[src/hw/rtl/assert_macros.svh]
// Assertion macros shared by the RTL; both sample on clk_i.
`ifndef ASSERT_MACROS_SVH
`define ASSERT_MACROS_SVH

`ifndef NO_ASSERTIONS
// Checked outside reset only
`define AST_CHK(lbl, prop, msg) \
  lbl: assert property (@(posedge clk_i) disable iff (!rst_ni) prop) else $error(msg);
// Checked at every edge, reset included
`define AST_NR(lbl, prop, msg) \
  lbl: assert property (@(posedge clk_i) prop) else $error(msg);
`else
`define AST_CHK(lbl, prop, msg)
`define AST_NR(lbl, prop, msg)
`endif

`endif

[src/hw/rtl/wlmf_pkg.sv]
package wlmf_pkg;

  localparam int MaxPeaks = 16;
  localparam int IdxW     = $clog2(MaxPeaks);
  localparam int PosW     = 10;
  localparam int AmpW     = 12;
  localparam int SmpW     = 13;
  localparam int TotW     = 5;

  localparam logic [AmpW-1:0] ValleyReset = '1;

  typedef enum logic [1:0] {
    SignZero = 2'd0,
    SignPos  = 2'd1,
    SignNeg  = 2'd2
  } sign_e;

  typedef enum logic [1:0] {
    StIdle = 2'b01,
    StEmit = 2'b10
  } state_e;

  typedef struct packed {
    logic accept;    // take one sample into the tracker
    logic emit_adv;  // result transfer done, step to next entry
    logic clear;     // end of run, back to reset values
  } cmd_t;

  typedef struct packed {
    logic last_entry;
  } status_t;

endpackage

[src/hw/rtl/waveform_local_maxima_finder_top.sv]
// Channel  Direction  Handshake               Payload
// in       input      in_valid_i / in_stall_o    sample_value_i, last_sample_i
// out      output     out_valid_o / out_stall_i  peak_position_o, peak_amplitude_o,
//                                                peak_total_o, overflow_o, last_peak_o
//
// One sample per cycle while in_stall_o is low; the tracker updates in the cycle of the transfer.
// After the last sample the controller walks the peak store one entry per
// cycle while out_stall_i is low: peak_total results, each held while out_stall_i is high.
// Input is stalled for the whole emission; the run state clears with the
// final result transfer.
// rst_ni is asynchronous, active low, and clears all run state and store flags.
module waveform_local_maxima_finder_top (
  input  logic                             clk_i,
  input  logic                             rst_ni,
  input  logic                             in_valid_i,
  output logic                             in_stall_o,
  input  logic signed [wlmf_pkg::SmpW-1:0] sample_value_i,
  input  logic                             last_sample_i,
  output logic                             out_valid_o,
  input  logic                             out_stall_i,
  output logic        [wlmf_pkg::PosW-1:0] peak_position_o,
  output logic        [wlmf_pkg::AmpW-1:0] peak_amplitude_o,
  output logic        [wlmf_pkg::TotW-1:0] peak_total_o,
  output logic                             overflow_o,
  output logic                             last_peak_o
);
  import wlmf_pkg::*;

  cmd_t    cmd;
  status_t status;

  wlmf_ctrl u_ctrl (
    .clk_i         (clk_i),
    .rst_ni        (rst_ni),
    .in_valid_i    (in_valid_i),
    .last_sample_i (last_sample_i),
    .out_stall_i   (out_stall_i),
    .status_i      (status),
    .in_stall_o    (in_stall_o),
    .out_valid_o   (out_valid_o),
    .cmd_o         (cmd)
  );

  wlmf_dp u_dp (
    .clk_i            (clk_i),
    .rst_ni           (rst_ni),
    .cmd_i            (cmd),
    .sample_value_i   (sample_value_i),
    .status_o         (status),
    .peak_position_o  (peak_position_o),
    .peak_amplitude_o (peak_amplitude_o),
    .peak_total_o     (peak_total_o),
    .overflow_o       (overflow_o),
    .last_peak_o      (last_peak_o)
  );

endmodule

[src/hw/rtl/wlmf_ctrl.sv]
`include "assert_macros.svh"

module wlmf_ctrl (
  input  logic              clk_i,
  input  logic              rst_ni,
  input  logic              in_valid_i,
  input  logic              last_sample_i,
  input  logic              out_stall_i,
  input  wlmf_pkg::status_t status_i,
  output logic              in_stall_o,
  output logic              out_valid_o,
  output wlmf_pkg::cmd_t    cmd_o
);
  import wlmf_pkg::*;

  state_e state_q, state_d;

  always_comb begin
    state_d = state_q;
    cmd_o   = '0;
    unique case (state_q)
      StIdle: begin
        if (in_valid_i) begin
          cmd_o.accept = 1'b1;
          if (last_sample_i) begin
            state_d = StEmit;
          end
        end
      end
      StEmit: begin
        if (!out_stall_i) begin
          cmd_o.emit_adv = 1'b1;
          if (status_i.last_entry) begin
            cmd_o.clear = 1'b1;
            state_d     = StIdle;
          end
        end
      end
      default: state_d = StIdle;
    endcase
  end

  always_ff @(posedge clk_i or negedge rst_ni) begin
    if (!rst_ni) begin
      state_q <= StIdle;
    end else begin
      state_q <= state_d;
    end
  end

  assign in_stall_o  = (state_q != StIdle);
  assign out_valid_o = (state_q == StEmit);

  `AST_CHK(a_last_starts_emit, in_valid_i && !in_stall_o && last_sample_i |=> out_valid_o, "last sample did not start emission")
  `AST_CHK(a_final_ends_emit, out_valid_o && !out_stall_i && status_i.last_entry |=> !out_valid_o && !in_stall_o, "emission did not end after final transfer")
  `AST_NR(a_no_accept_in_emit, out_valid_o |-> in_stall_o, "input open during emission")

endmodule

[src/hw/rtl/wlmf_dp.sv]
`include "assert_macros.svh"

module wlmf_dp (
  input  logic                             clk_i,
  input  logic                             rst_ni,
  input  wlmf_pkg::cmd_t                   cmd_i,
  input  logic signed [wlmf_pkg::SmpW-1:0] sample_value_i,
  output wlmf_pkg::status_t                status_o,
  output logic        [wlmf_pkg::PosW-1:0] peak_position_o,
  output logic        [wlmf_pkg::AmpW-1:0] peak_amplitude_o,
  output logic        [wlmf_pkg::TotW-1:0] peak_total_o,
  output logic                             overflow_o,
  output logic                             last_peak_o
);
  import wlmf_pkg::*;

  logic [AmpW-1:0] ref_q, ref_d;
  logic [AmpW-1:0] valley_q, valley_d;
  logic [AmpW-1:0] cur_q, cur_d;
  sign_e           sign_q, sign_d;
  logic [IdxW-1:0] idx_q, idx_d;
  logic [PosW-1:0] pos_q;
  logic            ovf_q, ovf_d;
  logic [IdxW-1:0] emit_q;

  logic [PosW-1:0] pos_store_q [MaxPeaks];
  logic [AmpW-1:0] amp_store_q [MaxPeaks];
  logic [MaxPeaks-1:0] valid_q;

  logic            wr_en;
  logic [IdxW-1:0] wr_idx;
  logic [AmpW-1:0] smp;
  logic            smp_pos, rise, fall;

  assign smp     = sample_value_i[AmpW-1:0];
  assign smp_pos = !sample_value_i[SmpW-1] && (sample_value_i != '0);
  assign rise    = smp > ref_q;
  assign fall    = smp < ref_q;

  always_comb begin
    ref_d    = ref_q;
    valley_d = valley_q;
    cur_d    = cur_q;
    sign_d   = sign_q;
    idx_d    = idx_q;
    ovf_d    = ovf_q;
    wr_en    = 1'b0;
    wr_idx   = idx_q;
    if (cmd_i.accept && smp_pos) begin
      if (rise) begin
        if (sign_q == SignPos) begin
          if (smp > cur_q) begin
            cur_d = smp;
            wr_en = !ovf_q;
          end
          ref_d = (smp > cur_q) ? smp : cur_q;
        end else begin
          // rise after a fall or flat step: new peak
          ref_d = valley_q;
          if (!ovf_q && (idx_q != IdxW'(MaxPeaks - 1))) begin
            idx_d = idx_q + IdxW'(1);
          end else begin
            ovf_d = 1'b1;
          end
          cur_d  = smp;
          wr_en  = !ovf_d;
          wr_idx = idx_d;
        end
        sign_d = SignPos;
      end else begin
        if (fall && (sign_q == SignNeg)) begin
          valley_d = (smp < valley_q) ? smp : valley_q;
          ref_d    = valley_d;
        end else begin
          ref_d    = cur_q;
          valley_d = smp;
        end
        sign_d = fall ? SignNeg : SignZero;
      end
    end
  end

  always_ff @(posedge clk_i or negedge rst_ni) begin
    if (!rst_ni) begin
      ref_q    <= '0;
      valley_q <= ValleyReset;
      cur_q    <= '0;
      sign_q   <= SignPos;
      idx_q    <= '0;
      pos_q    <= '0;
      ovf_q    <= 1'b0;
      emit_q   <= '0;
      valid_q  <= '0;
    end else if (cmd_i.clear) begin
      ref_q    <= '0;
      valley_q <= ValleyReset;
      cur_q    <= '0;
      sign_q   <= SignPos;
      idx_q    <= '0;
      pos_q    <= '0;
      ovf_q    <= 1'b0;
      emit_q   <= '0;
      valid_q  <= '0;
    end else begin
      ref_q    <= ref_d;
      valley_q <= valley_d;
      cur_q    <= cur_d;
      sign_q   <= sign_d;
      idx_q    <= idx_d;
      ovf_q    <= ovf_d;
      if (cmd_i.accept) begin
        pos_q <= pos_q + PosW'(1);
      end
      if (cmd_i.emit_adv) begin
        emit_q <= emit_q + IdxW'(1);
      end
      if (wr_en) begin
        valid_q[wr_idx] <= 1'b1;
      end
    end
  end

  always_ff @(posedge clk_i) begin
    if (wr_en) begin
      pos_store_q[wr_idx] <= pos_q;
      amp_store_q[wr_idx] <= cur_d;
    end
  end

  assign status_o.last_entry = (emit_q == idx_q);

  assign peak_position_o  = valid_q[emit_q] ? pos_store_q[emit_q] : '0;
  assign peak_amplitude_o = valid_q[emit_q] ? amp_store_q[emit_q] : '0;
  assign peak_total_o     = TotW'(idx_q) + TotW'(1);
  assign overflow_o       = ovf_q;
  assign last_peak_o      = status_o.last_entry;

  `AST_CHK(a_ovf_sticky, ovf_q && !cmd_i.clear |=> ovf_q, "overflow dropped within a run")
  `AST_CHK(a_emit_hold, !cmd_i.emit_adv && !cmd_i.clear |=> $stable(emit_q), "emission index moved without transfer")
  `AST_CHK(a_idx_hold_emit, cmd_i.emit_adv && !cmd_i.clear |=> $stable(idx_q), "peak count changed during emission")

endmodule

[config.mk]
export PLATFORM = sky130hd
export DESIGN_NAME = waveform_local_maxima_finder_top
export DESIGN_NICKNAME = d
export VERILOG_FILES = /design/src/hw/rtl/wlmf_pkg.sv /design/src/hw/rtl/waveform_local_maxima_finder_top.sv /design/src/hw/rtl/wlmf_ctrl.sv /design/src/hw/rtl/wlmf_dp.sv
export VERILOG_INCLUDE_DIRS = /design/src /design/src/hw/rtl
export SDC_FILE = /design/constraint.sdc
export NUM_CORES = 1
export LEC_CHECK = 0
export ABC_AREA = 1
export BUFFER_PORTS_ARGS = -buffer_cell sky130_fd_sc_hd__clkbuf_2
export CORE_AREA = 2 2 191 193
export CTS_CLUSTER_DIAMETER = 150
export CTS_CLUSTER_SIZE = 40
export DETAILED_ROUTE_END_ITERATION = 10
export DIE_AREA = 0 0 193 195
export GPL_TIMING_DRIVEN = 0
export PLACE_DENSITY = 0.78
export SLEW_MARGIN = 20
export SYNTH_ARGS = -nofsm -noshare
export SYNTH_HDL_FRONTEND = slang
export SYNTH_HIERARCHICAL = 1
export SYNTH_SLANG_ARGS = --single-unit
[constraint.sdc]
create_clock -name clk_i -period 3.3 [get_ports clk_i]
set_clock_uncertainty 0.2 [all_clocks]
set_input_delay 0.33 -clock clk_i [delete_from_list [all_inputs] [get_ports clk_i]]
set_output_delay 0.33 -clock clk_i [all_outputs]
set_load 0.005 [all_outputs]
==> results of run 1 <==
[power by group]
group          total, mW  internal [mW]  switching (mW)
clock network       2.38          0.875            1.51
logic               8.64           2.75            5.90
registers           7.51           6.94           0.565
[path summary, 6_finish.rpt]
check	startpoint	to	slack [ns]	depth (start not counted)
worst max-delay path	sample_value_i[9]	u_dp/pos_store_q[14][7]	0.05	15
worst max register to register	u_dp/ref_q[7]	u_dp/pos_store_q[14][7]	0.05	14
min in group asynchronous	rst_ni	u_dp/ref_q[8]	0.14	2
max in group asynchronous	rst_ni	u_dp/valley_q[0]	2.11	3
worst min register to register	u_dp/sign_q[1]	u_dp/sign_q[1]	0.29	2
worst min-delay path	sample_value_i[12]	u_dp/sign_q[0]	0.009	5
[final cells by class]
type,count,area (sq um),area share (%)
Sequential cell,427,12470,58.43
Clock buffer,23,405.4,1.900
Buffer,104,570.5,2.674
Multi-Input combinational cell,1127,5784,27.11
Clock inverter,1,16.27,0.07625
Timing Repair inverter,7,52.55,0.2463
Inverter,161,663.1,3.108
Tap cell,461,576.8,2.704
Timing Repair Buffer,91,798.3,3.742
[flip-flops by register name, summed over array words and instances, names as in the netlist]
signal and cells:
u_ctrl/state_q 2, u_dp/amp_store_q 192, u_dp/cur_q 12, u_dp/emit_q 4
u_dp/idx_q 4, u_dp/overflow_o 1, u_dp/pos_q 10, u_dp/pos_store_q 160
u_dp/ref_q 12, u_dp/sign_q 2, u_dp/valid_q 16, u_dp/valley_q 12
[worst max-delay path: stages]
cell	delay, ns
dlygate4sd3_1	0.54
clkbuf_2	0.19
ha_1	0.32
nand2_1	0.06
nor2_2	0.10
and2_4	0.16
nand2_2	0.06
nand3_4	0.10
buf_6	0.16
nand3_4	0.14
nand2_1	0.09
nand2_1	0.13
nor2_2	0.25
nand3_2	0.24
clkinvlp_4	0.36
[synth_stat cells (2+ instances only)]
cell type	count	area [sq um]
a211oi_1	2	15.01
a21o_1	2	15.01
a21oi_1	59	295.3
a22oi_2	11	137.6
a31oi_1	11	68.82
and2_1	11	68.82
buf_1	3	11.26
buf_2	26	130.1
buf_4	3	22.52
clkbuf_1	71	266.5
dfrtp_1	61	1526
dfstp_2	14	367.9
edfxtp_1	352	10570
ha_1	38	475.5
inv_1	152	570.6
inv_2	8	30.03
nand2_1	276	1036
nand2_2	7	43.79
nand3_1	96	480.5
nand3_2	2	20.02
nand3_4	2	35.03
nand4_1	10	62.56
nor2_1	238	893.4
nor2_2	6	37.54
nor2_4	3	33.78
nor3_1	6	30.03
o211ai_1	5	37.54
o21ai_0	246	1231
o21ai_1	5	25.02
o221ai_1	40	350.3
o22ai_1	44	275.3
[logic make-up after synthesis]
family	after synthesis	synth area share [%]
compound gates	427	12.83
xor+xnor	2	0.09107
buf+inv	265	5.437
fa+ha+maj	38	2.472
simple gates	660	14.38
flops	427	64.79
[per-stage QoR]
stage | cell area (sq um) | hold WS, ns
after floorplan | 19240 | -0.1656
after global placement | 20050 | 0.2622
after detailed placement | 20080 | 0.1880
after CTS | 20970 | 0.003122
after global routing | 21330 | 0.03616
final | 21330 | 0.008615
[repair_timing]
action                     CTS  global route
gates resized for setup     70            71
gates cloned                 5             2
setup buffers                9            15
hold buffers                18             0
pin swaps                    1             7
hold endpoints to repair    56             0
setup endpoints to repair  484           498
[metal layers]
metal / up-vias / GRT usage [%] / share of wire, %
met5: - / 0 / 0
met4: 0 / 10.52 / 3.3
met3: 147 / 5.536 / 13
met2: 1047 / 45.17 / 46
met1: 7112 / 41.07 / 38
li1: 6576 / - / -
==> metrics.txt, run 1 <==
vias in the first global route=14,560; Slew Viols, Final=0; Finished Layout Cells=around 2,400; period utilization=98.59%; CP Class=in -> reg; Inst Count DP=roughly 2,300; worst slew pin tran=roughly 0.84 ns; DR WL/cell=22.75 um; CTS H-tree lvls=1; # port buffers=48; DIE HEIGHT=195 um; final wirelength=54,630 um; max_cap viols=0; setup ws final=0.04654 ns; # DRC=0; Place WS=-0.7883 ns; Critical Path AT=3.26 ns; First-pass DRT Iterations=5; TritonCTS Buffers=14; top_reg_cell synth=edfxtp_1; routed via count=14,880; Ys Warns=6; final setup violation count=0; Die Wd=~190 um; TritonCTS clock tree=done; Yosys reg bits=427; post-synthesis sequential area ratio=64.79%; Post-synth EDFFs=about 350; initial antenna violation count=0; num rows=69; status=complete, no violations; initial drt markers=between 2,000 and 2,500; crit path max fanout=11; HP Class=in -> reg; Worst Setup End Kind=register; Clock Path Buffers=3; pwr/cell area=slightly below 900 mW/mm^2; Setup crit start kind=input pin; largest net degree at the start of global routing=42; Via density=6.196; Layout Utilization=60.27%; DIE AREA=0.03764 sq mm; Max Clk Rate=approximately 0.3 GHz; Cells after Synth=1,819; Post-Synthesis Net Count=1,875; Pleak=just over 8 nW; CTS Sinks=approximately 430; RSZ-0062 raised after global routing=yes; Final ANT Viol Nets=0; proportion of layout cells with a drive suffix above 1=12.93%; first-pass GRT wire length=82,450 um; final hold viol count=0; Initial Utilization=around 54%; most common cell after layout, fill and taps aside=edfxtp_1; Crit path required time=3.30 ns; Avg Cell Area, Syn=10.58 sq um; GRT Resource Usage Total=between 20% and 30%; Post-synth ARST share=about 18%; Clk Latency, worst-skew pair=0.54 ns; antenna cells=0; RePlAce Congestion=between 0.9 and 1; Overflow after GRT=0; most frequent cells in the layout=352 x edfxtp_1, 275 x nand2_1, 245 x o21ai_0, 235 x nor2_1, 136 x inv_1; Detailed Place HPWL=~35,000 um; overall power=18.53 mW; fin nets=1,989; Peak VDD IR=486.9 uV; I/O pin total=49; CTS root buffer=clkbuf_16; P&R area growth vs syn=10.89%; Core ar.=0.03540 sq mm; count of different cell masters after synthesis=40; Slew headroom=between 40% and 50%; clock transition at the registers of the reported paths=around 0.13 ns; setup total negative slack=0 ns; fin crit period=approximately 3.3 ns; Mapped Area=0.01924 sq mm; # fillers=2,757
Note: power is estimated with default switching activity, not from simulation.
==> run 2, diff against run 1 <==
Settings changed: CTS_BUF_LIST set to sky130_fd_sc_hd__clkbuf_4 sky130_fd_sc_hd__clkbuf_8.
==> run 2 against run 1 <==
Against the previous run: largest cell class unchanged; die area stayed put; worst hold slack gained 0.061 ns; global-route usage decreased by 0.26 points; register-to-register slack better by 0.06 ns; utilization down 0.17 points; critical path depth rose by 1.
==> metrics.txt, run 2 (synthesis results as in run 1) <==
status=complete, no violations (unchanged); worst path cell trace=dlygate4sd3_1, clkbuf_2, ha_1, nand2_1, nor2_1, and2_4, nand2_2, nand3_4, buf_6, nand3_4, inv_2, nand2_1, nor2_4, nand3_1, clkinvlp_4, buf_12 (was dlygate4sd3_1, clkbuf_2, ha_1, nand2_1, nor2_2, and2_4, nand2_2, nand3_4, buf_6, nand3_4, nand2_1, nand2_1, nor2_2, nand3_2, clkinvlp_4); period utilization=98.36% (was 98.59%); critical path depth in cells=16 (was 15); Worst setup startpoint=sample_value_i[6] (was sample_value_i[9]); max_cap viols=0 (unchanged); max incr delay on CP=0.54 ns (about the same); fin crit period=3.246 ns (was 3.253 ns); # port buffers=48 (unchanged); Slew headroom=43.33% (was 43.99%); # fillers=2,767 (was 2,757); I/O pin total=49 (unchanged); vias in the first global route=14,340 (was 14,560); register area=0.01247 sq mm (unchanged); CTS root buffer=clkbuf_8 (was clkbuf_16); fin nets=1,992 (was 1,989); Clock Path Buffers=3 (unchanged); most frequent cells in the layout=352 x edfxtp_1, 275 x nand2_1, 244 x o21ai_0, 235 x nor2_1, 136 x inv_1 (was 352 x edfxtp_1, 275 x nand2_1, 245 x o21ai_0, 235 x nor2_1, 136 x inv_1); Largest Register=u_dp/amp_store_q (unchanged); CTS Sinks=427 (unchanged); DIE AREA=0.03764 sq mm (unchanged); Die Wd=193 um (unchanged); reg2reg start=u_dp/emit_q[2] (was u_dp/ref_q[7]); Worst Setup End Kind=register (unchanged); multi-input combinational cell area=0.005784 sq mm (unchanged); most common cell after layout, fill and taps aside=edfxtp_1 (unchanged); final setup violation count=0 (unchanged); RePlAce Congestion=0.9501 (unchanged); # DRC=0 (unchanged); CP bufs+invs=6 (was 4); HP Class=in -> async (was in -> reg); Largest register FFs=192 (unchanged); TritonCTS Buffers=14 (unchanged); First-pass DRT Iterations=8 (was 5); R2R cell count=13 (was 14); largest net degree at the start of global routing=42 (unchanged); Overflow after GRT=0 (unchanged); Final Hold Slack=0.06940 ns (was 0.008615 ns); Inst Count DP=2,329 (unchanged); num rows=69 (unchanged); DR WL/cell=22.50 um (was 22.75 um); Max Clk Rate=0.3081 GHz (was 0.3074 GHz); DIE HEIGHT=195 um (unchanged); TritonCTS clock tree=done (unchanged); first-pass GRT wire length=81,840 um (was 82,450 um); Finished Layout Cells=2,405 (was 2,402); worst setup path end=u_dp/amp_store_q[14][0] (was u_dp/pos_store_q[14][7]); Design Area, Final=0.02127 sq mm (was 0.02133 sq mm); Crit path required time=3.44 ns (was 3.30 ns); RSZ-0062 raised after global routing=yes (unchanged); P&R area growth vs syn=10.58% (was 10.89%); Clk Latency, worst-skew pair=0.60 ns (was 0.54 ns); CTS H-tree lvls=1 (unchanged); Final ANT Viol Nets=0 (unchanged); final hold viol count=0 (unchanged); worst slew pin tran=0.8501 ns (was 0.8401 ns); final wirelength=54,110 um (was 54,630 um); Critical Path AT=3.39 ns (was 3.26 ns); Layout Utilization=60.10% (was 60.27%); Peak VDD IR=476.9 uV (was 486.9 uV); clock transition at the registers of the reported paths=0.21 ns (was 0.13 ns); Cell Area, Placed=0.02008 sq mm (unchanged); antenna cells=0 (unchanged); Initial Utilization=54.35% (unchanged); critical path's top delay family=buffers and inverters (was simple AND/OR/NAND/NOR gates); Via density=6.207 (was 6.196); routed via count=14,930 (was 14,880); crit path max fanout=11 (unchanged); Critical-path top delay cell=dlygate4sd3_1 (unchanged); CP Class=in -> reg (unchanged); proportion of layout cells with a drive suffix above 1=13.68% (was 12.93%); R2R setup slack=0.11 ns (was 0.05 ns); initial antenna violation count=0 (unchanged); pwr/cell area=855.4 mW/mm^2 (was 868.7 mW/mm^2); GRT Resource Usage Total=28.80% (was 29.06%); RR Endpoint=u_dp/pos_q[3] (was u_dp/pos_store_q[14][7]); Slew Viols, Final=0 (unchanged); Detailed Place HPWL=34,870 um (unchanged); initial drt markers=2,140 (was 2,333); Pleak=8.201 nW (was 8.197 nW); top flop regs=u_dp/amp_store_q x192, u_dp/pos_store_q x160, u_dp/valid_q x16 (unchanged); Setup crit start kind=input pin (unchanged); Core ar.=0.03540 sq mm (unchanged)
[run 2: cell count changes in the layout (fill, tap and decap cells not counted), sizes merged]
cell	delta
dlygate4sd3	+2
clkbuf	+2
inv	+2
clkinv	-2
clkdlybuf4s15	-1
[run 2: layer usage]
layer	vias up	part of all wire (%)	routed length (um)	global-route usage, %
met2	1100	46	24770	44.92
met5	-	0	0	0
met1	7105	38	20650	41.42
met4	0	3.3	1804	10.02
li1	6577	-	-	-
met3	147	13	6894	4.493
[run 2: area by class of cell]
type	count	share of cell area [%]
repair buffers	94	3.882
plain buffers	104	2.958
repair inverters	7	0.2470
clock buffers	23	1.253
multi-input cells	1127	27.19
flip-flops and latches	427	58.60
well taps	461	2.711
inverters	161	3.082
clock inverters	1	0.07646
[run 2: worst min-delay path by stage]
| stage | slack (ns) | cells past startpoint | endpoint |
|---|---|---|---|
| 4_1_cts | 0.04 | 5 | u_dp/valley_q[7] |
| 6_report | 0.07 | 2 | u_dp/ref_q[8] |
| 2_1_floorplan | -0.17 | 0 | u_ctrl/state_q[1] |
| 3_5_place_dp | 0.19 | 1 | u_dp/ref_q[8] |
| 5_1_grt | 0.08 | 5 | u_dp/valley_q[7] |
| 3_3_place_gp | 0.26 | 2 | u_dp/ref_q[3] |
[run 2: repair_timing]
action	in CTS	in global routing
resized for setup	69	114
hold endpoints to repair	94	0
buffers inserted	9	16
hold buffers	20	0
pin swaps	1	6
endpoints found under the setup margin	493	480
gates cloned	7	0
[run 2: per-stage QoR]
step	worst slack, ns	setup TNS (ns)	total power [mW]
3_5_place_dp	-0.7883	-128.98	15.49
3_3_place_gp	-0.7395	-192.68	15.25
4_1_cts	0.001695	0	17.54
5_1_grt	-0.02390	-0.4571	19.15
6_report	0.05414	0	18.20
2_1_floorplan	0.3744	0	12.39
[run 2: report_power, final]
| group | switching (mW) | internal, mW | total (mW) |
|---|---|---|---|
| registers | 0.571 | 6.95 | 7.52 |
| clock network | 1.45 | 0.528 | 1.98 |
| logic | 5.91 | 2.80 | 8.70 |
| total | 7.92 | 10.3 | 18.2 |
